`config.mk`:
```
export PLATFORM = sky130hd
export DESIGN_NAME = gsa_defer_cell
export DESIGN_NICKNAME = d
export VERILOG_FILES = /design/src/rtl/gsa_pkg.sv /design/src/rtl/gsa_defer_cell.sv
export SDC_FILE = /design/constraint.sdc
export NUM_CORES = 1
export LEC_CHECK = 0
export CAP_MARGIN = 10
export CORE_UTILIZATION = 56
export DETAILED_ROUTE_END_ITERATION = 8
export DONT_BUFFER_PORTS = 1
export PLACE_DENSITY = 0.72
export REMOVE_ABC_BUFFERS = 1
export SLEW_MARGIN = 20
export SYNTH_ARGS = -nofsm -noshare
export SYNTH_HDL_FRONTEND = slang
export SYNTH_SLANG_ARGS = --single-unit
export TNS_END_PERCENT = 10
```
`constraint.sdc`:
```
create_clock -name i_clk -period 2.8 [get_ports i_clk]
set_clock_uncertainty 0.15 [all_clocks]
set_input_delay 0.42 -clock i_clk [delete_from_list [all_inputs] [get_ports i_clk]]
set_output_delay 0.42 -clock i_clk [all_outputs]
set_load 0.05 [all_outputs]
```
`src/rtl/gsa_pkg.sv`:
```
package gsa_pkg;

    // Default table size and the cap on freed items reported by one frame op.
    localparam int SLOT_COUNT_DEF = 64;
    localparam int MAX_RESULTS    = 64;
    localparam logic [7:0] DELAY_RESET = 8'd2;

    // Operation codes.
    localparam logic [2:0] OP_ALLOC   = 3'd0;
    localparam logic [2:0] OP_BIND    = 3'd1;
    localparam logic [2:0] OP_LOOKUP  = 3'd2;
    localparam logic [2:0] OP_DESTROY = 3'd3;
    localparam logic [2:0] OP_FRAME   = 3'd4;

    // Status codes.
    localparam logic [2:0] ST_OK        = 3'd0;
    localparam logic [2:0] ST_BAD_INDEX = 3'd1;
    localparam logic [2:0] ST_STALE     = 3'd2;
    localparam logic [2:0] ST_NO_RES    = 3'd3;
    localparam logic [2:0] ST_PENDING   = 3'd4;
    localparam logic [2:0] ST_FULL      = 3'd5;

    typedef enum logic [2:0] {
        S_IDLE,
        S_EXEC,
        S_APOP,
        S_AGEN,
        S_SCAN,
        S_FLUSH
    } t_state;

    // One entry of the deferred-free queue.
    typedef struct packed {
        logic [31:0] deadline;
        logic [7:0]  slot;
    } t_defer_entry;

    // Control broadcast to every cell of the queue.
    typedef struct packed {
        logic         shift;
        logic         ins;
        logic [7:0]   ins_pos;
        t_defer_entry ins_data;
    } t_cell_ctrl;

endpackage

```
`src/rtl/gsa_defer_cell.sv`:
```
module gsa_defer_cell #(
    parameter int CELL_IDX = 0
) (
    input  logic                  i_clk,
    input  gsa_pkg::t_cell_ctrl   i_ctrl,
    input  gsa_pkg::t_defer_entry i_next,
    output gsa_pkg::t_defer_entry o_entry
);
    import gsa_pkg::*;

    t_defer_entry r_entry;
    t_defer_entry n_entry;

    // An insert aimed at this position wins over the shift toward the head.
    always_comb begin
        n_entry = r_entry;
        if (i_ctrl.ins && (i_ctrl.ins_pos == 8'(CELL_IDX))) begin
            n_entry = i_ctrl.ins_data;
        end else if (i_ctrl.shift) begin
            n_entry = i_next;
        end
    end

    always_ff @(posedge i_clk) begin
        r_entry <= n_entry;
    end

    assign o_entry = r_entry;

endmodule

```
# --- Word level (Yosys, flattened, before mapping) ---
# Cells that the tools add are included.
totals:
  out_inout_bits: 40
  regBits: 40
  word_cells: 7
  input_bits: 91
op_classes:
  n_reduce_logical: 3
  mux: 2
op_table:
  columns: ["operator", "n"]
  rows:
  - ["$mux W40", 2]
  - ["$logic_not A8 Y1", 1]
  - ["$reduce_bool A2 Y1", 1]
  - ["$logic_and A1 B1 Y1", 1]

# --- Depth between registers and ports, before layout ---
# Gate-level depths: netlist of run 1.
depth:
  depth_word: 3
  depth_mapped: 4
  mapped_depth_nobuf: 3

# --- Least setup slack after synthesis of run 1 ---
# OpenSTA, ideal clock, no wires.
synth_path:
  path_kind: "input port to flip-flop"
  startpoint: "input i_ctrl[41] in the netlist's numbering"
  endpoint: "register r_entry (netlist bit o_entry[0]) (enable)"
  stages: 4
  arrival_ns: 2.073
  n_path_buf: 1
  slack_ns: 0.173
  cell_sequence: "nor4_2 nand4b_2 buf_6 nand2b_1"
synth_between:
  elab_chain_cells: 3
synth_rtl:
  columns: ["item", "line_no", "rtl"]
  rows:
  - ["start, declared", "gsa_defer_cell.sv:5", "input gsa_pkg::t_cell_ctrl i_ctrl,"]
  - ["$logic_not A8 Y1", "gsa_defer_cell.sv:17", "if (i_ctrl.ins && (i_ctrl.ins_pos == 8'(CELL_IDX))) begin"]
  - ["$logic_and A1 B1 Y1", "gsa_defer_cell.sv:17", null]
  - ["$reduce_bool A2 Y1 (no line)", null, null]
  - ["end signal, assigned", "gsa_defer_cell.sv:25", "r_entry <= n_entry;"]
  - ["end, declared", "gsa_defer_cell.sv:11", "t_defer_entry r_entry;"]
# No other way between the ends.
# A chain may end at the register's enable or synchronous reset.

==> results of run 1 <==
metal layers:
| metal | vias to the layer above | wire (um) | global-route usage (%) |
|---|---|---|---|
| met5 | - | 0 | 0 |
| met4 | 0 | 17 | 6.98 |
| met3 | 2 | 342 | 8.87 |
| met2 | 73 | 1670 | 30.8 |
| met1 | 370 | 970 | 16.4 |
| li1 | 360 | - | - |
per-stage QoR:
| step | utilization [%] | power (mW) | setup TNS, ns |
|---|---|---|---|
| global placement | 62.2 | 0.974 | 0 |
| finish | 63.6 | 1.21 | 0 |
| floorplan | - | 0.962 | -52.33 |
| CTS | 63.6 | 1.22 | 0 |
| detailed placement | 62.2 | 0.979 | 0 |
| global route | 63.6 | 1.26 | 0 |
cell usage in the layout, fill, tap and decap left out, drive strengths merged:
cell type,instances
buf,4
mux2,40
nand4b,1
clkinv,2
nand2b,1
nor3,1
edfxtp,40
nor4,1
clkbuf,5
power by group:
part	leakage (nW)	switching, mW	internal [mW]
clock network	0.0261	0.156	0.0876
registers	0.392	0.184	0.716
logic	0.445	0.0207	0.0428
total	0.863	0.361	0.847
kinds of logic (layout without fill, tap and decap cells):
logic type             Yosys count  in the layout  share of synthesized area, %
buffers and inverters            4             11                          2.39
DFF                             40             40                          63.8
and+or+nand+nor                  4              4                          2.06
muxes                           40             40                          31.7
cell type report:
type,instances,area (um^2)
multi-input combinational,44,647
fill,222,1140
timing repair buffer,4,42.5
tap,44,55.1
clock buffer,5,37.5
sequential,40,1200
clock inverter,2,7.51
worst max path at each step:
| stage | slack (ns) | endpoint | cells after the start | startpoint |
|---|---|---|---|---|
| 3_5_place_dp | 0.65 | o_entry[36]$_DFFE_PP_ | 4 | i_ctrl[41] |
| 3_3_place_gp | 0.69 | o_entry[13]$_DFFE_PP_ | 4 | i_ctrl[41] |
| 4_1_cts | 1.01 | o_entry[36]$_DFFE_PP_ | 4 | i_ctrl[41] |
| 5_1_grt | 0.94 | o_entry[16]$_DFFE_PP_ | 4 | i_ctrl[41] |
| 6_report | 1.02 | o_entry[16]$_DFFE_PP_ | 4 | i_ctrl[41] |
| 2_1_floorplan | -1.17 | o_entry[0]$_DFFE_PP_ | 3 | i_ctrl[41] |
Yosys cell counts:
master    instances  area share [%]
edfxtp_1         40              64
nand2b_1          1            0.33
mux2_4           39              31
nor4_2            1            0.66
buf_6             4             2.4
mux2_2            1            0.60
nor3_1            1            0.27
nand4b_2          1            0.80
==> out/metrics.cfg, run 1 <==
[status]
status = completed

[worst_setup_path]
cpMaxStageDelayCell = nor4_2
crit_chain = nor4_2 -> nand4b_4 -> buf_4 -> mux2_4
critPathMaxFanout = 12
path_buf_inv = 1
cp.arrival_ns = 1.72
cp-end-kind = flip-flop
critPathTopFamily = simple AND/OR/NAND/NOR gates
required_ns = 2.74
critPathKind = primary input to flip-flop
crit_path_max_incr_delay_ns = 0.34
critPathLaunchType = primary input

[cells_and_area]
drive_gt1_share_pct = 54.7
layoutNonFillerInstCount = 139
finalNetCount = 186
area_growth_pct = 5.78
finalInstanceArea_mm2 = 0.00199
largest_register_ffs = 40
n_antenna_cell = 0

[route]
drt-wirelength-per-cell_um = 21.5
vias = 805
vias_per_cell = 5.79
drtAntennaViolNets = 0
firstDrtPassIters = 3
drt_iter0_markers = 32
drc = 0
routed_wl_um = 2990

[cts]
cts_resized = 0
cts_root_buf = clkbuf_4
holdBufCountCts = 0
cts.sinks = 40
postCtsSetupRepairBufs = 0
cts_max_path_buffers = 2
clk_pin_slew_ns = 0.10
htreeDepth = 2
cts_buffers = 5
cts_tree = built

[global_routing]
globalRoute.totalOverflow = 0
grt_max_degree = 22
track_usage_pct = 17.2
grt_pass1_vias = 834
antenna_found_initial = 0
grt_pass1_wl_um = 4110

[floorplanning]
die_w_um = 60.0
rows = 20
die_h_um = 60.0
ioPinCount = 131
die_area_mm2 = 0.00360
core_mm2 = 0.00313
initial_core_util_pct = 60.2

[place]
dpl-instance-area_mm2 = 0.00195
place_ws_ns = 0.651
place_hpwl_um = 2320
io_buffers = 0
dp.cells = 132
gp_congestion = 0.641

[worst_hold_path]
holdPathStages = 1
min-delay-start = i_next[9]
hp-class = primary input to flip-flop
hold_end = o_entry[9]$_DFFE_PP_

[synth]
ys_ff_latch = 40
synthDistinctLibCells = 8
ys_warn_count = 0
synthCells = 88
syn_area_mm2 = 0.00188
syn_area_per_cell_um2 = 21.4
synth-seq-area-share_pct = 63.8

[sta]
max_slew_margin_pct = 67.4
worstMarginPinSlew_ns = 0.490
max_freq_mhz = 561
whs_ns = 0.154
min_period_ns = 1.78
setup-violations-final = 0
drv_slew = 0
setup_ws_ns = 1.02
hold_viol = 0
timing.final.crit_share_pct = 63.6
grt_setup_unrepaired = false

[power_and_ir_drop]
powerDensity_mw_per_mm2 = 607
leakage_nw = 0.863
irDropWorstVdd_mv = 0.310

[job]
maxCapViolCount = 0

No activity file was read; power rests on OpenSTA's default activity.
==> inputs of run 2 (changes only) <==
--- a/config.mk
+++ b/config.mk
@@ -5,6 +5,7 @@
 export SDC_FILE = /design/constraint.sdc
 export NUM_CORES = 1
 export LEC_CHECK = 0
+export ABC_AREA = 1
 export CAP_MARGIN = 10
 export CORE_UTILIZATION = 56
 export DETAILED_ROUTE_END_ITERATION = 8
==> constraint.sdc (replaced) <==
create_clock -name i_clk -period 1.5 [get_ports i_clk]
set_clock_uncertainty 0.15 [all_clocks]
set_input_delay 0.225 -clock i_clk [delete_from_list [all_inputs] [get_ports i_clk]]
set_output_delay 0.225 -clock i_clk [all_outputs]
set_load 0.05 [all_outputs]
==> run 2 against run 1 <==
The run now ends with negative setup slack left. First-iteration DRC count rose to 4.8 times the previous value. Routed wire length rose by 99%. Synthesized cell count increased by 120%. Cell count grew 130%. Combinational power grew to 4.6 times the previous value. Non-clock buffer count up 89. Sequential power is 88% higher. Sequential share of layout area decreased by 19 points. Largest cell class unchanged.
==> out/metrics.cfg, run 2 <==
[cells_and_area]
drive_gt1_share_pct = 7.14
final_common_cell = dlygate4sd3_1
largest_register_ffs = 40
finalInstanceArea_mm2 = 0.00288
layout_common_cells = 86 x dlygate4sd3_1, 83 x nand2_1, 40 x nand3_1, 40 x edfxtp_1, 6 x inv_1
n_antenna_cell = 0
area_growth_pct = 46.7
finalNetCount = 371
utilization_pct = 86.4
layoutNonFillerInstCount = 326

[cts]
cts.sinks = 40
htreeDepth = 2
cts_max_path_buffers = 2
clk_pin_slew_ns = 0.11
cts_root_buf = clkbuf_4
cts_tree = built
postCtsSetupRepairBufs = 0
cts_buffers = 5

[synth]
yosys-top-cells-area = edfxtp_1 61%, nand2_1 16%, nand3_1 10%, buf_6 6.9%, nor2_4 1.7%
synthCells = 193
post-synth-top-count-cell = nand2_1
syn_area_mm2 = 0.00197
ys_ff_latch = 40
ys_warn_count = 0
synth_edf_count = 40
synthDistinctLibCells = 11
synth-seq-area-share_pct = 61.1
async_flop_share_pct = 0
syn_area_per_cell_um2 = 10.2
yosysTopAreaCell = edfxtp_1
synth_commonest_cells = 84 x nand2_1, 40 x edfxtp_1, 40 x nand3_1
synth_top_cell_area_share_pct = 61.1
synth_flop_cell = edfxtp_1

[status]
violations = negative setup slack
status = finished, violations left

[worst_setup_path]
critPathKind = primary input to flip-flop
cp.arrival_ns = 1.49
cp-end-kind = flip-flop
critPathLaunchType = primary input
critPathMaxFanout = 1
required_ns = 1.44

[power_and_ir_drop]
powerDensity_mw_per_mm2 = 857
irDropWorstVdd_mv = 0.689
leakage_nw = 1.20

[global_routing]
grt_pass1_vias = 1742
globalRoute.totalOverflow = 0
track_usage_pct = 30.8
grt_pass1_wl_um = 7990
grt_max_degree = 25
antenna_found_initial = 0

[place]
io_buffers = 0
place_hpwl_um = 2770
dp.cells = 232
dpl-instance-area_mm2 = 0.00195
gp_congestion = 0.693

[route]
routed_wl_um = 5970
drt-wirelength-per-cell_um = 18.3
drc = 0
drt_iter0_markers = 152
firstDrtPassIters = 5
vias_per_cell = 5.52
vias = 1801
drtAntennaViolNets = 0

[floorplanning]
die_w_um = 61.2
die_area_mm2 = 0.00375
initial_core_util_pct = 58.9
rows = 21
ioPinCount = 131
die_h_um = 61.2
core_mm2 = 0.00334

[sta]
hold_viol = 0
worstMarginPinSlew_ns = 0.902
finalSetupTns_ns = -0.219
max_slew_margin_pct = 39.9
max_freq_mhz = 644
grt_setup_unrepaired = true
min_period_ns = 1.55
setup-violations-final = 12
setup_ws_ns = -0.0523
timing.final.crit_share_pct = 103
drv_slew = 0

[worst_hold_path]
hp-class = primary input to flip-flop
holdPathStages = 3

[job]
maxCapViolCount = 0

[run 2: cell count changes after synthesis, sizes merged]
cell    delta
inv        +6
nand2     +86
nand3     +41
mux2      -40
nand2b     -1
nand4b     -1
nor3       -1
buf        +9
nor4       -1
nor2       +7
[run 2: logic make-up (layout without fill, tap and decap cells)]
kind of cell | count (synthesis) | in the layout | share of synthesized area, %
flops | 40 | 40 | 61.1
buf+inv | 19 | 106 | 8.40
simple gates | 134 | 134 | 30.5
[run 2: worst paths after layout]
kind                   start                     to  slack, ns
hold / removal    i_ctrl[49]  o_entry[13]$_DFFE_PP_       0.20
setup / recovery  i_ctrl[21]  o_entry[21]$_DFFE_PP_      -0.05
[run 2: cell type report]
type	count	area (um^2)
clock inverters	1	5.00
well taps	46	57.6
clock buffers	6	41.3
fillers	178	454
multi-input cells	134	604
repair buffers	93	951
inverters	6	22.5
flip-flops and latches	40	1200
[run 2: per-stage QoR]
stage | worst slack, ns | hold slack, ns | total power, mW
finish | -0.0523 | 0.204 | 2.47
detailed placement | 0.140 | 0.260 | 1.81
floorplan | -0.774 | 0.254 | 1.77
global placement | 0.179 | 0.255 | 1.81
CTS | 0.00860 | 0.181 | 2.46
global route | -0.0832 | 0.202 | 2.55
[run 2: where the power goes]
group	internal, mW	switching [mW]	leakage [nW]	total (mW)
logic	0.174	0.117	0.777	0.290
registers	1.34	0.350	0.392	1.69
clock network	0.173	0.320	0.0281	0.494
[run 2: critical path: stages]
cell and delay [ns]:
dlygate4sd3_1 0.55, nand3_1 0.09, dlygate4sd3_1 0.56, nand2_1 0.06
[run 2: routing by layer]
metal	wire (um)	global-route usage (%)
met4	212	17.5
met1	1990	31.8
met3	484	8.19
met5	0	0
met2	3280	56.2
[run 2: timing repair]
action / in CTS / in global routing
hold buffers: 87 / 0
hold endpoints to repair: 40 / 0
setup endpoints to repair: 0 / 40
gates resized for setup: 0 / 4
==> inputs of run 3 (changes only) <==
--- a/config.mk
+++ b/config.mk
@@ -8,8 +8,10 @@
 export ABC_AREA = 1
 export CAP_MARGIN = 10
 export CORE_UTILIZATION = 56
+export CTS_BUF_LIST = sky130_fd_sc_hd__clkbuf_4 sky130_fd_sc_hd__clkbuf_8 sky130_fd_sc_hd__clkbuf_16
 export DETAILED_ROUTE_END_ITERATION = 8
 export DONT_BUFFER_PORTS = 1
+export GPL_ROUTABILITY_DRIVEN = 0
 export PLACE_DENSITY = 0.72
 export REMOVE_ABC_BUFFERS = 1
 export SLEW_MARGIN = 20
==> run 3 against run 2 <==
The run still ends with negative setup slack left. Setup slack better by 0.0042 ns. Design area is 0.13% higher. Non-clock buffer count did not move. Sequential share of layout area fell by 0.054 points. Maximum frequency increased by 0.27%. Cell count unchanged. Critical path depth is the same. Critical endpoint unchanged. Routed wire length increased by 0.47%. Largest cell class unchanged. Via count is 1.4% higher. Sequential power about the same.
==> out/metrics.cfg, run 3 (synthesized netlist as in run 2, its figures left out) <==
[sta]
worstMarginPinSlew_ns = 0.892
grt_setup_unrepaired = true
drv_slew = 0
max_slew_margin_pct = 40.6
hold_viol = 0
finalSetupTns_ns = -0.125
setup_ws_ns = -0.0481
setup-violations-final = 8
max_freq_mhz = 646
timing.final.crit_share_pct = 103
min_period_ns = 1.55

[power_and_ir_drop]
seqPwrFrac_pct = 67.6
p_switching_mw = 0.793
p_int_mw = 1.70
finalPower_mw = 2.49
pwr-share-clk_pct = 20.7
irDropWorstVdd_mv = 0.683
swShare_pct = 31.8
leakage_nw = 1.20
powerDensity_mw_per_mm2 = 864
pwr-share-comb_pct = 11.7

[cts]
cts_root_buf = clkbuf_4
postCtsSetupRepairBufs = 0
clk_pin_slew_ns = 0.12
cts_tree = built
htreeDepth = 2
cts_max_path_buffers = 2
cts_buffers = 5
cts.sinks = 40

[place]
dpl-instance-area_mm2 = 0.00195
place_ws_ns = 0.140
io_buffers = 0
place_hpwl_um = 2770

[route]
drt-wirelength-per-cell_um = 18.4
drtAntennaViolNets = 0
drt_iter0_markers = 133
vias = 1827
vias_per_cell = 5.60
firstDrtPassIters = 4
drc = 0
routed_wl_um = 6000

[status]
status = finished, violations left
violations = negative setup slack

[cells_and_area]
drive_gt1_share_pct = 7.50
n_antenna_cell = 0
finalInstanceArea_mm2 = 0.00289
area_growth_pct = 46.8
finalNetCount = 371
largest_register_ffs = 40
fillers = 181
layout_common_cells = 86 x dlygate4sd3_1, 83 x nand2_1, 40 x nand3_1, 40 x edfxtp_1
final_common_cell = dlygate4sd3_1

[global_routing]
met1_usage_pct = 31.0
grt_pass1_vias = 1759
met2_usage_pct = 56.8
grt_pass1_wl_um = 8070
top_usage_layer = met2
globalRoute.totalOverflow = 0
track_usage_pct = 31.4
grt_max_degree = 25
met3_usage_pct = 9.24
antenna_found_initial = 0

[worst_hold_path]
hp-class = primary input to flip-flop
holdPathStages = 3

[floorplanning]
ioPinCount = 131
rows = 21
die_h_um = 61.2
die_w_um = 61.2
die_area_mm2 = 0.00375
core_mm2 = 0.00334
initial_core_util_pct = 58.9

[worst_setup_path]
critPathMaxFanout = 1
cp.arrival_ns = 1.49
critPathKind = primary input to flip-flop
path_buf_inv = 2
crit_path_max_incr_delay_ns = 0.56
critPathTopFamily = buffers and inverters
worst-path-stages = 4
cp-end-kind = flip-flop
required_ns = 1.44
crit_path_frequent_cell = dlygate4sd3_1
critPathLaunchType = primary input
crit_chain = dlygate4sd3_1 -> nand3_1 -> dlygate4sd3_1 -> nand2_1
cpMaxStageDelayCell = dlygate4sd3_1

[job]
maxCapViolCount = 0

==> run 3: cell count changes in the layout (fill, tap and decap cells not counted) <==
cell	previous run	this run
clkbuf_1	1	0
clkbuf_4	5	6
==> run 3: what timing repair did <==
item                       4_1_cts  5_1_grt
hold endpoints to repair        40        0
setup endpoints to repair        0       39
hold buffers                    87        0
gates resized for setup          0        4
==> run 3: metrics by stage <==
stage	util (%)	hold WS (ns)	instances
after global routing	86.5	0.194	326
final	86.5	0.197	326
after detailed placement	58.5	0.260	232
after global placement	58.5	0.255	232
after CTS	86.1	0.183	326
after floorplan	-	0.254	180
==> run 3: path summary, 6_finish.rpt <==
path / to / from
setup / recovery: o_entry[21]$_DFFE_PP_ / i_ctrl[21]
hold / removal: o_entry[22]$_DFFE_PP_ / i_ctrl[49]
==> run 3: tightest hold or removal path: stages <==
cell and delay [ns]:
inv_1 0.04, nand2_2 0.12, buf_12 0.16
==> run 3: routing by layer <==
metal  routed length [um]  part of all wire (%)
met3                  499                   8.3
met4                  221                   3.7
met2                 3340                    56
met1                 1940                    32
met5                    0                     0
==> run 3: power by group through the flow <==
stage               combinational (mW)  sequential, mW  clock, mW
global route                     0.312            1.69      0.571
detailed placement               0.106            1.71          0
CTS                              0.273            1.68      0.522
floorplan                       0.0739            1.70          0
global placement                0.0986            1.71          0
finish                           0.291            1.69      0.517
==> run 3: final cells by class <==
cell class | count | area [um^2] | area share (%)
well taps | 46 | 57.6 | 1.99
repair buffers | 93 | 951 | 32.9
multi-input cells | 134 | 604 | 20.9
inverters | 6 | 22.5 | 0.780
clock inverters | 1 | 5.00 | 0.173
clock buffers | 6 | 45.0 | 1.56
flip-flops and latches | 40 | 1200 | 41.6
